==> src/design/qph_pkg.sv <==
// Shared types and constants for the quadratic-probe hash lookup core.
// Used by qph_mod and quadratic_probe_hash_lookup_core; no dependencies.
package qph_pkg;

  localparam int unsigned KEY_W   = 32;
  localparam int unsigned SLOT_W  = 10;
  localparam int unsigned SIZE_W  = 11;

  localparam logic CMD_WRITE  = 1'b0;
  localparam logic CMD_SEARCH = 1'b1;

  localparam logic [KEY_W-1:0] EMPTY_KEY = '0;

  typedef struct packed {
    logic              start;
    logic [KEY_W-1:0]  dividend;
    logic [SIZE_W-1:0] divisor;
  } mod_req_t;

  typedef struct packed {
    logic              done;
    logic [SIZE_W-1:0] remainder;
  } mod_rsp_t;

endpackage

==> src/design/qph_mod.sv <==
// Bit-serial unsigned remainder: 32-bit dividend modulo an 11-bit divisor.
// One quotient bit per cycle; done pulses once the last bit is in. Uses qph_pkg.
module qph_mod (
  input  logic              clk,
  input  logic              rst,
  input  qph_pkg::mod_req_t req,
  output qph_pkg::mod_rsp_t rsp
);

  localparam int unsigned CNT_W = $clog2(qph_pkg::KEY_W);

  logic                        busy;
  logic [CNT_W-1:0]            cnt;
  logic [qph_pkg::KEY_W-1:0]   dvd;
  logic [qph_pkg::SIZE_W-1:0]  dvs;
  logic [qph_pkg::SIZE_W-1:0]  rem;
  logic [qph_pkg::SIZE_W:0]    trial;
  logic [qph_pkg::SIZE_W-1:0]  rem_next;
  logic                        done;

  always_comb begin
    trial = {rem, dvd[qph_pkg::KEY_W-1]};
    if (trial >= {1'b0, dvs}) begin
      rem_next = qph_pkg::SIZE_W'(trial - {1'b0, dvs});
    end else begin
      rem_next = trial[qph_pkg::SIZE_W-1:0];
    end
  end

  always_ff @(posedge clk) begin
    if (rst) begin
      busy <= 1'b0;
      done <= 1'b0;
      cnt  <= '0;
    end else begin
      done <= 1'b0;
      if (req.start) begin
        busy <= 1'b1;
        cnt  <= '0;
        dvd  <= req.dividend;
        dvs  <= req.divisor;
        rem  <= '0;
      end else if (busy) begin
        rem <= rem_next;
        dvd <= {dvd[qph_pkg::KEY_W-2:0], 1'b0};
        cnt <= cnt + 1'b1;
        if (cnt == CNT_W'(qph_pkg::KEY_W - 1)) begin
          busy <= 1'b0;
          done <= 1'b1;
        end
      end
    end
  end

  assign rsp.done      = done;
  assign rsp.remainder = rem;

endmodule

==> config.mk <==
export PLATFORM = sky130hd
export DESIGN_NAME = qph_mod
export DESIGN_NICKNAME = d
export VERILOG_FILES = /design/src/design/qph_pkg.sv /design/src/design/qph_mod.sv
export SDC_FILE = /design/constraint.sdc
export NUM_CORES = 1
export LEC_CHECK = 0
export ABC_CLOCK_PERIOD_IN_PS = 3700
export BUFFER_PORTS_ARGS = -buffer_cell sky130_fd_sc_hd__buf_2
export CAP_MARGIN = 25
export CORE_MARGIN = 2
export CORE_UTILIZATION = 55
export DETAILED_ROUTE_END_ITERATION = 8
export HOLD_SLACK_MARGIN = 0.15
export PLACE_DENSITY_LB_ADDON = 0.2
export SYNTH_ARGS = -nofsm -noshare
export SYNTH_HDL_FRONTEND = slang
export SYNTH_SLANG_ARGS = --single-unit
==> constraint.sdc <==
create_clock -name clk -period 3.7 [get_ports clk]
set_input_delay 0.37 -clock clk [delete_from_list [all_inputs] [get_ports clk]]
set_output_delay 0.37 -clock clk [all_outputs]
set_load 0.005 [all_outputs]
==> impl_metrics.yaml <==
run_status:
  status: "completed"
timing:
  slew_headroom: 0.420
  tns_ns: 0
  hold_violations: 0
  setup_viol: 0
  fmax_ghz: 0.366
  fin_crit_ns: 2.73
  worst_slew_pin_slew_ns: 0.868
  drv_slew: 0
  finClkSkew_ns: 0.0103
  grt_setup_unrepaired: "no"
  finalCritPeriodShare: 0.739
cts:
  clk_pin_slew_ns: 0.07
  root_buffer: "clkbuf_8"
  htreeDepth: 3
  post_cts_buffers: 0
  postCtsHoldBufs: 0
  post_cts_resized: 0
  cts_buffer_depth: 2
  cts_tree: "done"
  cts_buffers: 9
  clkSinkCount: 61
  clock_latency_ns: 0.34
power_and_ir_drop:
  p_total_mw: 1.94
  p_sw_mw: 0.465
  ir_worst_vdd_mv: 0.322
  p_int_mw: 1.48
  powerDensity_mw_per_mm2: 527
  switching_share: 0.239
  power.static_leakage_nw: 1.50
  p_seq_frac: 0.430
  share_comb_of_total_power: 0.170
  pwr-share-clk: 0.400
critical_path:
  r2r_end: "rem[10]"
  startpoint_type: "flop"
  cp_data_required_time_ns: 3.79
  crit_path_end_kind: "flop"
  cp_max_fo: 13
  crit_end: "rem[10]"
  reg2reg_from: "dvd[31]"
  critical_path.startpoint: "dvd[31]"
  rrSetupSlack_ns: 0.97
  path_class: "reg -> reg"
  r2r_cells: 9
  cp.arrival_ns: 2.83
synthesis:
  avgSynthCellArea_sq_um: 12.7
  ys.flop_type: "edfxtp_1"
  synth.distinct_cells: 42
  async_flop_share: 0
  synth-seq-cells: 61
  yosysWarningCount: 0
  synth_nets: 302
  synth_seq_area_share: 0.575
  synthesis.area_sq_mm: 0.00307
  synth_cells: 242
  synth-edff-count: 54
floorplanning:
  die_x_microns: 78.7
  start_util: 0.564
  floorplan.die_area_sq_mm: 0.00619
  core_area_sq_mm: 0.00544
  rows: 27
  die_h_microns: 78.7
  num_io_pins: 58
route:
  vias_per_cell: 5.44
  drt_drc_violations_left: 0
  avgRoutedWirePerCell_microns: 14.7
  drt_pre_antenna_iters: 4
  drtAntennaViolNets: 0
  vias: 2066
  drt_iter0_drc: 145
  drt-total-wl_microns: 5590
finish:
  diodes: 0
  final_nets: 363
  drive_above_1_share: 0.377
  area_delta_synth_final_pct: 20.3
placed_design:
  io_buffers: 57
  gp_congestion: 0.797
  detailed_place_hpwl_microns: 3870
run:
  cap_violations: 0
global_route:
  grt_pass1_wl_microns: 9280
  grt_pass1_vias: 2008
  antenna_found_initial: 0
  grt-ovfl-total: 0
  grt_max_degree: 46
  track_usage: 0.203
worst_hold_path:
  min_path_type: "in -> reg"
  hold_depth: 1
==> stage by stage <==
stage / cell area, sq um / hold slack [ns] / utilization / instances / setup slack, ns
2_1_floorplan: 3070 / 0.449 / - / 242 / 0.368
3_3_place_gp: 3420 / 0.484 / 0.628 / 363 / 1.03
3_5_place_dp: 3430 / 0.502 / 0.630 / 364 / 0.972
4_1_cts: 3690 / 0.181 / 0.678 / 380 / 0.952
5_1_grt: 3690 / 0.184 / 0.678 / 380 / 0.789
6_report: 3690 / 0.199 / 0.678 / 380 / 0.967
==> final cells by class <==
class                           instances  area, sq um
Fill cell                             439         1750
Clock buffer                            9          124
Multi-Input combinational cell        157         1210
Clock inverter                          7          136
Timing Repair Buffer                   60          312
Inverter                               14         52.6
Sequential cell                        61         1760
Tap cell                               72         90.1
==> cells by family after synthesis <==
| kind of cell | Yosys count | synth area share |
|---|---|---|
| and+or+nand+nor | 64 | 0.102 |
| adders and majority gates | 14 | 0.0596 |
| DFF | 61 | 0.575 |
| buffers and inverters | 24 | 0.0322 |
| AOI/OAI and AO/OA | 36 | 0.0808 |
| muxes | 36 | 0.130 |
| xor gates and xnor gates | 7 | 0.0200 |
==> worst max-delay path: stages (launching register included) <==
cell and delay, ns:
edfxtp_1 0.35, inv_1 0.05, ha_1 0.22, fa_1 0.39, nand2b_2 0.22, a21oi_4 0.14
o2111ai_2 0.17, a21oi_2 0.54, nor3b_1 0.12, a211o_1 0.28
==> power groups by stage <==
stage | Combinational [mW] | Sequential (mW) | Clock (mW)
after floorplan | 0.245 | 0.845 | 0
after global placement | 0.320 | 0.849 | 0
after detailed placement | 0.329 | 0.851 | 0
after CTS | 0.332 | 0.837 | 0.793
after global routing | 0.371 | 0.841 | 0.818
final | 0.330 | 0.836 | 0.777
==> cell usage in the layout (no fill, tap or decap), types with 2 or more instances in the layout <==
cell | Yosys | routed
nand2_1 | 15 | 15
bufinv_16 | 0 | 4
or3b_2 | 2 | 2
a21oi_1 | 11 | 11
a31oi_1 | 2 | 2
nor2_1 | 22 | 21
inv_1 | 14 | 14
clkbuf_8 | 0 | 9
or3_1 | 3 | 3
o21ai_0 | 5 | 5
and3_1 | 2 | 2
a21oi_2 | 2 | 2
mux2_2 | 31 | 31
ha_1 | 13 | 13
buf_2 | 1 | 57
clkinv_1 | 0 | 2
nor2b_1 | 3 | 3
buf_4 | 2 | 2
o31ai_1 | 3 | 3
nand3b_1 | 4 | 4
dfxtp_1 | 7 | 7
xnor2_1 | 4 | 4
edfxtp_1 | 54 | 54
a211oi_1 | 3 | 3
nand4_1 | 2 | 2
xor2_1 | 3 | 3
nand3_1 | 5 | 5
o21a_1 | 3 | 3
mux2i_1 | 5 | 5
==> state kept, by name, summed over array words and instances, names as in the netlist <==
signal,count
busy,1
dvs,11
dvd,32
done,1
rem,11
cnt,5
==> cell usage after synthesis, types with 4 or more instances <==
cell	instances	share of area
edfxtp_1	54	0.53
mux2_2	31	0.11
nor2_1	22	0.027
nand2_1	15	0.018
inv_1	14	0.017
ha_1	13	0.053
a21oi_1	11	0.018
dfxtp_1	7	0.046
clkbuf_1	6	0.0073
mux2i_1	5	0.016
nand3_1	5	0.0082
o21ai_0	5	0.0082
nand3b_1	4	0.0098
xnor2_1	4	0.011
==> how the worst min path moves through the flow <==
stage / startpoint / end
floorplan: rst / busy
global placement: cnt[4] / cnt[4]
detailed placement: cnt[4] / cnt[4]
CTS: req[0] / dvs[0]
global route: req[0] / dvs[0]
finish: req[0] / dvs[0]
==> per-layer routing <==
metal / GRT usage / wire length, microns
met2: 0.330 / 2760
met3: 0.0701 / 317
met5: 0 / 0
met4: 0.0947 / 103
met1: 0.241 / 2410
(Power assumes the default switching activity.)
